[src/design/sjisf_pkg.sv]
`default_nettype none

package sjisf_pkg;

	localparam logic [2:0] MODE_NORMAL = 3'd0;
	localparam logic [2:0] MODE_SLASH  = 3'd1;
	localparam logic [2:0] MODE_LINE   = 3'd2;
	localparam logic [2:0] MODE_BLOCK  = 3'd3;
	localparam logic [2:0] MODE_STAR   = 3'd4;

	localparam logic [1:0] ERR_NONE  = 2'd0;
	localparam logic [1:0] ERR_SLASH = 2'd1;
	localparam logic [1:0] ERR_BLOCK = 2'd2;

	localparam logic [7:0] LEAD_SYM   = 8'h81;
	localparam logic [7:0] LEAD_DIGIT = 8'h82;

	localparam logic [7:0] CH_LF    = 8'h0A;
	localparam logic [7:0] CH_SPACE = 8'h20;
	localparam logic [7:0] CH_SEMI  = 8'h3B;
	localparam logic [7:0] CH_SLASH = 8'h2F;
	localparam logic [7:0] CH_STAR  = 8'h2A;
	localparam logic [7:0] CH_ZERO  = 8'h30;

	localparam logic [7:0] DIGIT_LO = 8'h4F;
	localparam logic [7:0] DIGIT_HI = 8'h58;

	typedef struct packed {
		logic [7:0] data_byte;
		logic       end_of_text;
	} byte_req_t;

	typedef struct packed {
		logic [7:0] out_char;
		logic       end_seen;
		logic [1:0] error_code;
		logic       last;
	} char_res_t;

	typedef struct packed {
		logic [2:0] mode;
		logic       pending;
		logic       kind;
		logic [1:0] err;
	} scan_state_t;

	typedef struct packed {
		logic [2:0] mode;
		logic       emit;
		logic [7:0] ch;
		logic [1:0] err;
	} scan_t;

	typedef struct packed {
		logic       hit;
		logic [7:0] ch;
	} fold_t;

	typedef struct packed {
		logic [1:0] count;
		char_res_t  r0;
		char_res_t  r1;
	} step_out_t;

	function automatic fold_t fold_pair(logic kind, logic [7:0] b);
		fold_t f;
		f.hit = 1'b1;
		f.ch = 8'h00;
		if (!kind) begin
			case (b)
				8'h67, 8'h68: f.ch = 8'h22;
				8'h69: f.ch = 8'h28;
				8'h6A: f.ch = 8'h29;
				8'h6F: f.ch = 8'h7B;
				8'h70: f.ch = 8'h7D;
				8'h7B: f.ch = 8'h2B;
				8'h7C: f.ch = 8'h2D;
				8'h94: f.ch = 8'h23;
				8'hF3: f.ch = 8'h2D;
				default: f.hit = 1'b0;
			endcase
		end else if (b >= DIGIT_LO && b <= DIGIT_HI) begin
			f.ch = CH_ZERO + (b - DIGIT_LO);
		end else begin
			f.hit = 1'b0;
		end
		return f;
	endfunction

	function automatic scan_t scan_sym(logic [2:0] mode, logic [7:0] c);
		scan_t s;
		s.mode = mode;
		s.emit = 1'b0;
		s.ch = 8'h00;
		s.err = ERR_NONE;
		case (mode)
			MODE_SLASH: begin
				if (c == CH_SLASH) begin
					s.mode = MODE_LINE;
				end else if (c == CH_STAR) begin
					s.mode = MODE_BLOCK;
				end else begin
					s.emit = 1'b1;
					s.err = ERR_SLASH;
				end
			end
			MODE_LINE: begin
				if (c == CH_LF) begin
					s.mode = MODE_NORMAL;
				end
			end
			MODE_BLOCK: begin
				if (c == CH_STAR) begin
					s.mode = MODE_STAR;
				end
			end
			MODE_STAR: begin
				if (c == CH_SLASH) begin
					s.mode = MODE_NORMAL;
				end else if (c != CH_STAR) begin
					s.mode = MODE_BLOCK;
				end
			end
			default: begin
				s.mode = MODE_NORMAL;
				if (c <= CH_SPACE) begin
					s.mode = MODE_NORMAL;
				end else if (c == CH_SEMI) begin
					s.mode = MODE_LINE;
				end else if (c == CH_SLASH) begin
					s.mode = MODE_SLASH;
				end else begin
					s.emit = 1'b1;
					s.ch = c;
				end
			end
		endcase
		return s;
	endfunction

	function automatic char_res_t to_res(scan_t s);
		char_res_t r;
		r.out_char = (s.err != ERR_NONE) ? 8'h00 : s.ch;
		r.end_seen = 1'b0;
		r.error_code = s.err;
		r.last = 1'b0;
		return r;
	endfunction

endpackage

`default_nettype wire

[src/design/sjisf_step.sv]
`default_nettype none

module sjisf_step (
	input  wire sjisf_pkg::scan_state_t cur,
	input  wire sjisf_pkg::byte_req_t   req,
	output sjisf_pkg::scan_state_t      nxt,
	output sjisf_pkg::step_out_t        res
);

	logic [7:0]            lead;
	logic                  b_is_lead;
	sjisf_pkg::fold_t      fo;
	sjisf_pkg::scan_t      sl;
	sjisf_pkg::scan_t      sf;
	sjisf_pkg::scan_t      sb0;
	sjisf_pkg::scan_t      sb1;
	sjisf_pkg::scan_t      first;
	logic                  av;
	logic                  cv;
	sjisf_pkg::char_res_t  a;
	sjisf_pkg::char_res_t  c;

	assign lead = cur.kind ? sjisf_pkg::LEAD_DIGIT : sjisf_pkg::LEAD_SYM;
	assign b_is_lead = (req.data_byte == sjisf_pkg::LEAD_SYM)
		|| (req.data_byte == sjisf_pkg::LEAD_DIGIT);
	assign fo = sjisf_pkg::fold_pair(cur.kind, req.data_byte);
	assign sl = sjisf_pkg::scan_sym(cur.mode, lead);
	assign sf = sjisf_pkg::scan_sym(cur.mode, fo.ch);
	assign sb0 = sjisf_pkg::scan_sym(cur.mode, req.data_byte);
	assign sb1 = sjisf_pkg::scan_sym(sl.mode, req.data_byte);

	always_comb begin
		nxt = cur;
		av = 1'b0;
		cv = 1'b0;
		a = '0;
		c = '0;
		first = '0;
		if (cur.err != sjisf_pkg::ERR_NONE) begin
			av = 1'b1;
			a.error_code = cur.err;
		end else if (req.end_of_text) begin
			nxt.pending = 1'b0;
			if (cur.pending) begin
				first = sl;
			end else begin
				first.mode = cur.mode;
			end
			av = first.emit;
			a = sjisf_pkg::to_res(first);
			nxt.mode = first.mode;
			nxt.err = first.err;
			if (first.err == sjisf_pkg::ERR_NONE) begin
				cv = 1'b1;
				if (first.mode == sjisf_pkg::MODE_SLASH) begin
					c.error_code = sjisf_pkg::ERR_SLASH;
					nxt.err = sjisf_pkg::ERR_SLASH;
				end else if (first.mode == sjisf_pkg::MODE_BLOCK
					|| first.mode == sjisf_pkg::MODE_STAR) begin
					c.error_code = sjisf_pkg::ERR_BLOCK;
					nxt.err = sjisf_pkg::ERR_BLOCK;
				end else begin
					c.end_seen = 1'b1;
					nxt.mode = sjisf_pkg::MODE_NORMAL;
				end
			end
		end else if (cur.pending) begin
			nxt.pending = 1'b0;
			if (fo.hit) begin
				av = sf.emit;
				a = sjisf_pkg::to_res(sf);
				nxt.mode = sf.mode;
				nxt.err = sf.err;
			end else begin
				av = sl.emit;
				a = sjisf_pkg::to_res(sl);
				nxt.mode = sl.mode;
				nxt.err = sl.err;
				if (sl.err == sjisf_pkg::ERR_NONE) begin
					if (b_is_lead) begin
						nxt.pending = 1'b1;
						nxt.kind = (req.data_byte == sjisf_pkg::LEAD_DIGIT);
					end else begin
						cv = sb1.emit;
						c = sjisf_pkg::to_res(sb1);
						nxt.mode = sb1.mode;
						nxt.err = sb1.err;
					end
				end
			end
		end else if (b_is_lead) begin
			nxt.pending = 1'b1;
			nxt.kind = (req.data_byte == sjisf_pkg::LEAD_DIGIT);
		end else begin
			av = sb0.emit;
			a = sjisf_pkg::to_res(sb0);
			nxt.mode = sb0.mode;
			nxt.err = sb0.err;
		end
	end

	always_comb begin
		res.r0 = av ? a : c;
		res.r1 = c;
		res.count = {1'b0, av} + {1'b0, cv};
		res.r0.last = !(av && cv);
		res.r1.last = 1'b1;
	end

endmodule

`default_nettype wire

[src/design/sjis_fold_comment_strip_filter_unit.sv]
// Results are registered: a result appears in the cycle after the byte request that causes it is taken.
// Throughput: one byte per cycle while each byte yields at most one result and char_ready
// is high; a byte that yields two results holds off the next byte until the two-entry
// result buffer has drained, one result per cycle.
// Reset: arst_n clears the scan state and any latched error, and empties the result buffer.
`default_nettype none

module sjis_fold_comment_strip_filter_unit (
	input  wire                        clk,
	input  wire                        arst_n,
	input  wire                        byte_valid,
	output logic                       byte_ready,
	input  wire sjisf_pkg::byte_req_t  byte_data,
	output logic                       char_valid,
	input  wire                        char_ready,
	output sjisf_pkg::char_res_t       char_data
);

	sjisf_pkg::scan_state_t state_q;
	sjisf_pkg::scan_state_t state_nxt;
	sjisf_pkg::step_out_t   step;
	sjisf_pkg::char_res_t   slot0_q;
	sjisf_pkg::char_res_t   slot1_q;
	logic [1:0]             count_q;
	logic                   push;
	logic                   pop;
	logic [1:0]             count_left;

	sjisf_step u_step (
		.cur (state_q),
		.req (byte_data),
		.nxt (state_nxt),
		.res (step)
	);

	assign pop = char_valid && char_ready;
	assign count_left = count_q - {1'b0, pop};
	assign byte_ready = (count_left == 2'd0);
	assign push = byte_valid && byte_ready;
	assign char_valid = (count_q != 2'd0);
	assign char_data = slot0_q;

	always_ff @(posedge clk or negedge arst_n) begin
		if (!arst_n) begin
			state_q <= '0;
			count_q <= 2'd0;
		end else begin
			if (push) begin
				state_q <= state_nxt;
				count_q <= step.count;
			end else begin
				count_q <= count_left;
			end
		end
	end

	always_ff @(posedge clk) begin
		if (push) begin
			slot0_q <= step.r0;
			slot1_q <= step.r1;
		end else if (pop) begin
			slot0_q <= slot1_q;
		end
	end

endmodule

`default_nettype wire
[config.mk]
export PLATFORM = sky130hd
export DESIGN_NAME = sjis_fold_comment_strip_filter_unit
export DESIGN_NICKNAME = d
export VERILOG_FILES = /design/src/design/sjisf_pkg.sv /design/src/design/sjisf_step.sv /design/src/design/sjis_fold_comment_strip_filter_unit.sv
export SDC_FILE = /design/constraint.sdc
export NUM_CORES = 1
export LEC_CHECK = 0
export ABC_CLOCK_PERIOD_IN_PS = 6150
export BUFFER_PORTS_ARGS = -buffer_cell sky130_fd_sc_hd__buf_2
export CORE_AREA = 2 2 83 85
export DETAILED_ROUTE_END_ITERATION = 12
export DIE_AREA = 0 0 85 87
export PLACE_DENSITY = 0.58
export SLEW_MARGIN = 10
export SYNTH_ARGS = -nofsm -noshare
export SYNTH_HDL_FRONTEND = slang
export SYNTH_SLANG_ARGS = --single-unit
[constraint.sdc]
create_clock -name clk -period 6.15 [get_ports clk]
set_input_delay 1.845 -clock clk [delete_from_list [all_inputs] [get_ports clk]]
set_output_delay 1.845 -clock clk [all_outputs]
set_load 0.1 [all_outputs]
Word-level counts from Yosys, hierarchy flattened
Index checks and enable logic that the tools add are counted.

Register bits after elaboration: 32. Input bits: 13. Output and inout port bits: 14. Word-level logic and storage cells: 244.

Add/sub/neg operators: 4. Order comparisons: 5. Equality and inequality tests: 49. Mux-type cells: 143. Bitwise gates (word level): 2. Reduce and logical (&&, ||, !) cells: 29.

Operator list (count): two-way mux 12 bit (12); two-way mux 3 bit (41); two-way mux 9 bit (13); two-way mux 8 bit (11); equality test 8 x 6 -> 1 bit, second input constant (9); equality test 8 x 7 -> 1 bit, second input constant (8); one-hot mux 7 bit (8 select lines) (1); one-hot mux 3 bit (4 select lines) (4); two-way mux 2 bit (21); two-way mux 11 bit (3); equality test 8 bit, second input constant (4); two-way mux 1 bit (30); equality test 8 x 4 -> 1 bit, second input constant (3); less-or-equal comparator 8 x 6 -> 1 bit, second input constant (3); inequality test 8 x 6 -> 1 bit, second input constant (3); nonzero test 2 bit (8); equality test 3 x 2 -> 1 bit, second input constant (5); two-way mux 7 bit (2); inequality test 6 bit, second input constant (2); AND reduction 11 bit (1); inequality test 5 x 3 -> 1 bit, second input constant (2); inequality test 5 bit, second input constant (2); OR reduction 10 bit (1); equality test 3 x 1 -> 1 bit, second input constant (3); other kinds (24) (40).

Logic depth before layout (Yosys ltp)
Word-level depth: 19. Gate-level depth with buffers: 13. Mapped depth without buffers: 13.

Hierarchy
From an unflattened synthesis, not the netlist that was laid out.

Cell total of the unflattened synthesis: 303. Area, all modules: 2816.5 um2.

Modules (own cells, without submodules): sjisf_step (times used 1, cells an instance 234, area each 1460.2 um2, sequential area each 0.0 um2); sjis_fold_comment_strip_filter_unit (times used 1, cells an instance 69, area each 1356.3 um2, sequential area each 945.9 um2).

Least setup slack after synthesis
No wires, ideal clock.

Path kind: input to output. From: in char_ready. To: out byte_ready. Arrival time: 3.092 ns. Data required time: 4.305 ns. Path slack: 1.213 ns. Stages on the path: 4. Path buffers: 0. Path through: and2_1 ha_1 xnor2_1 and2_1.

Longest elaborated chain between the ends: 3.

RTL lines: start, declared (RTL line sjis_fold_comment_strip_filter_unit.sv:15) `input wire char_ready,`; logical AND 1 bit (RTL line sjis_fold_comment_strip_filter_unit.sv:36) `assign pop = char_valid && char_ready;`; subtractor 2 x 1 -> 2 bit (RTL line sjis_fold_comment_strip_filter_unit.sv:37) `assign count_left = count_q - {1'b0, pop};`; zero test 2 bit (RTL line sjis_fold_comment_strip_filter_unit.sv:38) `assign byte_ready = (count_left == 2'd0);`; end, declared (RTL line sjis_fold_comment_strip_filter_unit.sv:12) `output logic byte_ready,`.

Every way passes these cells.

Worst setup path after layout
Same ends and word-level chain as after synthesis.

==> run_results.csv <==
group,metric,value,unit
logic_synthesis,postSynthCellCount,303,
logic_synthesis,synth_compound_area_frac,0.253,
cells_and_area,drive_gt1_frac,0.184,
setup_path,critPathCaptureType,"output port",
setup_path,crit_path_start,"char_ready",
cts,cts_num_sinks,32,
global_route,antenna_found_initial,0,
placement,io_buffers,26,
timing,hold_viol_final,0,
power_and_ir_drop,seq_power_share,0.284,
cts,cts_root_buf,"clkbuf_8",
worst_hold_path,worstHoldStart,"slot1_q[3]",
global_route,grt_pass1_wl,11000,um
setup_path,r2r_cells,10,
detailed_routing,final_antenna_net_count,0,
logic_synthesis,synth_area,2690,um2
cts,clk_latency,0.28,ns
setup_path,r2r_slack,2.91,ns
detailed_routing,viasPerCell,5.93,
setup_path,arrival,3.06,ns
timing,setup_tns,0,ns
power_and_ir_drop,comb_power_share,0.565,
setup_path,cp_max_fo,2,
logic_synthesis,synth_area_leaders,"edfxtp_1 (26%), dfrtp_1 (8.4%), nand2_1 (6.2%)",
setup_path,critPathCapture,"byte_ready",
logic_synthesis,synthArstFlopShare,0.281,
logic_synthesis,synth_top_area_share,0.257,
placement,dpl_cell_area,2810,um2
cts,h-tree-depth,2,
floorplan,fp.dieArea,7400,um2
cts,post_cts_buffers,0,
setup_path,critPathKind,"in2out",
timing,worstMarginPinSlew,0.684,ns
logic_synthesis,synth_enable_flop_cells,23,
global_route,grt_pass1_vias,2188,
logic_synthesis,synthAdderAreaFrac,0.0280,
logic_synthesis,synth_flop_cell,"edfxtp_1",
cts,cts_tree,"yes",
timing,setup_viol,0,
logic_synthesis,syn_avg_cell_area,8.86,um2
detailed_routing,wl_per_cell,16.6,um
placement,place.gp.congestion,0.910,
power_and_ir_drop,clockPowerShare,0.151,
cells_and_area,stdcell_count,400,
cts,cts_buffers,5,
power_and_ir_drop,p_switching,680,uW
cells_and_area,syn_to_final_growth,8.53,%
timing,period_minus_slack,4.91,ns
cts,holdBufCountCts,0,
cts,max-clock-path-buffers,2,
power_and_ir_drop,netSwitchingFraction,0.527,
floorplan,fp-row-count,30,
global_route,grt_max_degree,22,
detailed_routing,first_pass_iters,5,
power_and_ir_drop,p_per_area,443,nW/um2
timing,rsz0062_at_grt,"false",
logic_synthesis,synthXorXnorAreaFrac,0.0196,
detailed_routing,drc,0,
detailed_routing,drtIter0Drc,186,
floorplan,chipWidth,85,um
logic_synthesis,yosysTopAreaCell,"edfxtp_1",
floorplan,coreArea,6570,um2
cts,path_clk_slew,0.06,ns
outcome,outcome,"finished clean",
setup_path,cp.depth,6,
detailed_routing,vias,2371,
logic_synthesis,synthDistinctLibCells,71,
power_and_ir_drop,leakagePower,0.00107,uW
setup_path,worstSetupStartpointType,"input pin",
setup_path,crit_slowest_cell,"buf_2",
timing,finClkSkew,0.00990,ns
detailed_routing,routed_wl,6650,um
setup_path,max_stage_delay,0.43,ns
timing,finalCritPeriodShare,0.798,
worst_hold_path,holdCritPathClass,"reg2reg",
power_and_ir_drop,ir_drop,0.397,mV
logic_synthesis,yosysWarningCount,0,
cells_and_area,nNetsFinal,338,
job,drv_cap,0,
logic_synthesis,synthSimpleGateAreaFrac,0.277,
setup_path,cp.required,4.30,ns
cells_and_area,final_area,2910,um2
logic_synthesis,synth_top_family_by_area,"simple AND/OR/NAND/NOR gates",
global_route,overflow,0,
placement,hpwl,4980,um
floorplan,initial_core_util,0.409,
setup_path,path_cells,"buf_2, and2_1, ha_1, xnor2_1, and2_1, buf_2",
logic_synthesis,ys_seq_elements,32,
setup_path,path_buf_inv,2,
cts,cts_resized,0,
timing,fmax,204,MHz
logic_synthesis,muxShareOfSynthArea,0.0256,
logic_synthesis,synth_fp_nets,322,
setup_path,cpLargestDelayFamily,"buffers and inverters",
logic_synthesis,ys_seq_area_frac,0.341,
floorplan,num_io_pins,27,
power_and_ir_drop,p_int,612,uW
timing,final_max_slew_viol_count,0,
setup_path,r2r-end,"state_q[5]",
floorplan,fp.dieH,87,um
cells_and_area,diodes,0,
global_route,grt_usage,0.184,
setup_path,r2r-start,"count_q[0]",
timing,slew_headroom,0.544,
placement,place_inst,392,
==> sequential cells by signal, summed over array words and instances (netlist names) <==
name	flops
state_q	7
slot1_q	11
count_q	2
char_data	12
==> cell usage after synthesis (all sizes together) (3+ instances only) <==
cell type / count
and2: 11
a32o: 4
xnor2: 6
nor4: 4
clkbuf: 6
o21ai: 11
dfrtp: 9
o31a: 3
or3: 5
buf: 12
o22ai: 3
a21oi: 19
nand3b: 3
or2: 9
o211ai: 4
a22o: 8
a31oi: 5
o31ai: 4
nand2: 44
ha: 6
a211oi: 5
nor3b: 3
nor3: 10
nand2b: 8
mux2: 3
inv: 7
edfxtp: 23
nand3: 9
nor2: 20
a21boi: 3
o221ai: 3
==> layout by cell type, fill, tap and decap left out, types with 3 or more instances in the layout <==
master | netlist | layout
nand2_1 | 44 | 44
buf_2 | 5 | 26
edfxtp_1 | 23 | 23
a21oi_1 | 19 | 19
nor2_1 | 18 | 18
and2_1 | 10 | 10
nand3_1 | 9 | 9
nor3_1 | 9 | 9
dfrtp_1 | 9 | 9
nand2b_1 | 8 | 8
a22o_1 | 8 | 8
o21ai_0 | 7 | 7
inv_1 | 7 | 7
xnor2_1 | 6 | 6
ha_1 | 6 | 6
or2_2 | 5 | 5
a211oi_1 | 5 | 5
clkbuf_8 | 0 | 5
clkinv_1 | 2 | 4
o211ai_1 | 4 | 4
a31oi_1 | 4 | 4
a32o_1 | 4 | 4
o21ai_1 | 4 | 4
or3_1 | 4 | 4
o31a_1 | 3 | 3
nand3b_1 | 3 | 3
or2_1 | 3 | 3
o221ai_1 | 3 | 3
mux2_4 | 3 | 3
==> power groups by stage <==
stage          clock network, uW  registers [uW]  logic [uW]
3_5_place_dp                   0             372         729
6_report                     195             367         729
5_1_grt                      207             376         775
3_3_place_gp                   0             372         729
2_1_floorplan                  0             623         358
4_1_cts                      198             368         731
==> routing by layer <==
| layer | GRT usage | part of all wire | vias to the layer above |
|---|---|---|---|
| met5 | 0 | 0 | - |
| met3 | 0.0227 | 0.065 | 10 |
| met2 | 0.295 | 0.47 | 99 |
| met1 | 0.260 | 0.45 | 1090 |
| li1 | - | - | 1172 |
| met4 | 0.0577 | 0.017 | 0 |
==> worst reg2reg max path: cells and delay by family (launching register included) <==
family / cells / cell delay [ns]
AO/OA/AOI/OAI: 2 / 0.58
XOR/XNOR: 1 / 0.18
adder cells (fa/ha/maj): 1 / 0.19
flip-flops: 1 / 0.38
multiplexers: 1 / 0.32
AND/OR/NAND/NOR: 5 / 1.50
==> cell families (layout without fill, tap and decap cells) <==
logic type / count (synthesis) / in the layout
and+or+nand+nor: 138 / 138
AOI/OAI and AO/OA: 89 / 89
DFF: 32 / 32
buffers and inverters: 27 / 44
adders and majority gates: 6 / 6
xor gates and xnor gates: 6 / 6
muxes: 5 / 5
==> how the worst min path moves through the flow <==
stage / cells after the start / endpoint / slack (ns)
2_1_floorplan: 2 / count_q[1] / 0.48
3_3_place_gp: 2 / char_data[3] / 0.49
3_5_place_dp: 2 / char_data[3] / 0.51
4_1_cts: 2 / char_data[3] / 0.52
5_1_grt: 2 / count_q[1] / 0.56
6_report: 2 / char_data[3] / 0.52
==> cell type report <==
class,count,area [um2]
Tap cell,80,100
Multi-Input combinational cell,244,1620
Clock inverter,3,37.5
Fill cell,650,3650
Inverter,9,33.8
Sequential cell,32,916
Timing Repair Buffer,27,138
Clock buffer,5,68.8
==> per-stage QoR <==
| stage | worst slack (ns) | hold slack (ns) | power (uW) | utilization |
|---|---|---|---|---|
| final | 1.24 | 0.515 | 1290 | 0.444 |
| after global routing | 1.20 | 0.555 | 1360 | 0.444 |
| after CTS | 1.24 | 0.522 | 1300 | 0.444 |
| after detailed placement | 1.19 | 0.506 | 1100 | 0.427 |
| after global placement | 1.29 | 0.492 | 1100 | 0.427 |
| after floorplan | 1.21 | 0.483 | 981 | - |
No activity file was read; power rests on OpenSTA's default activity.
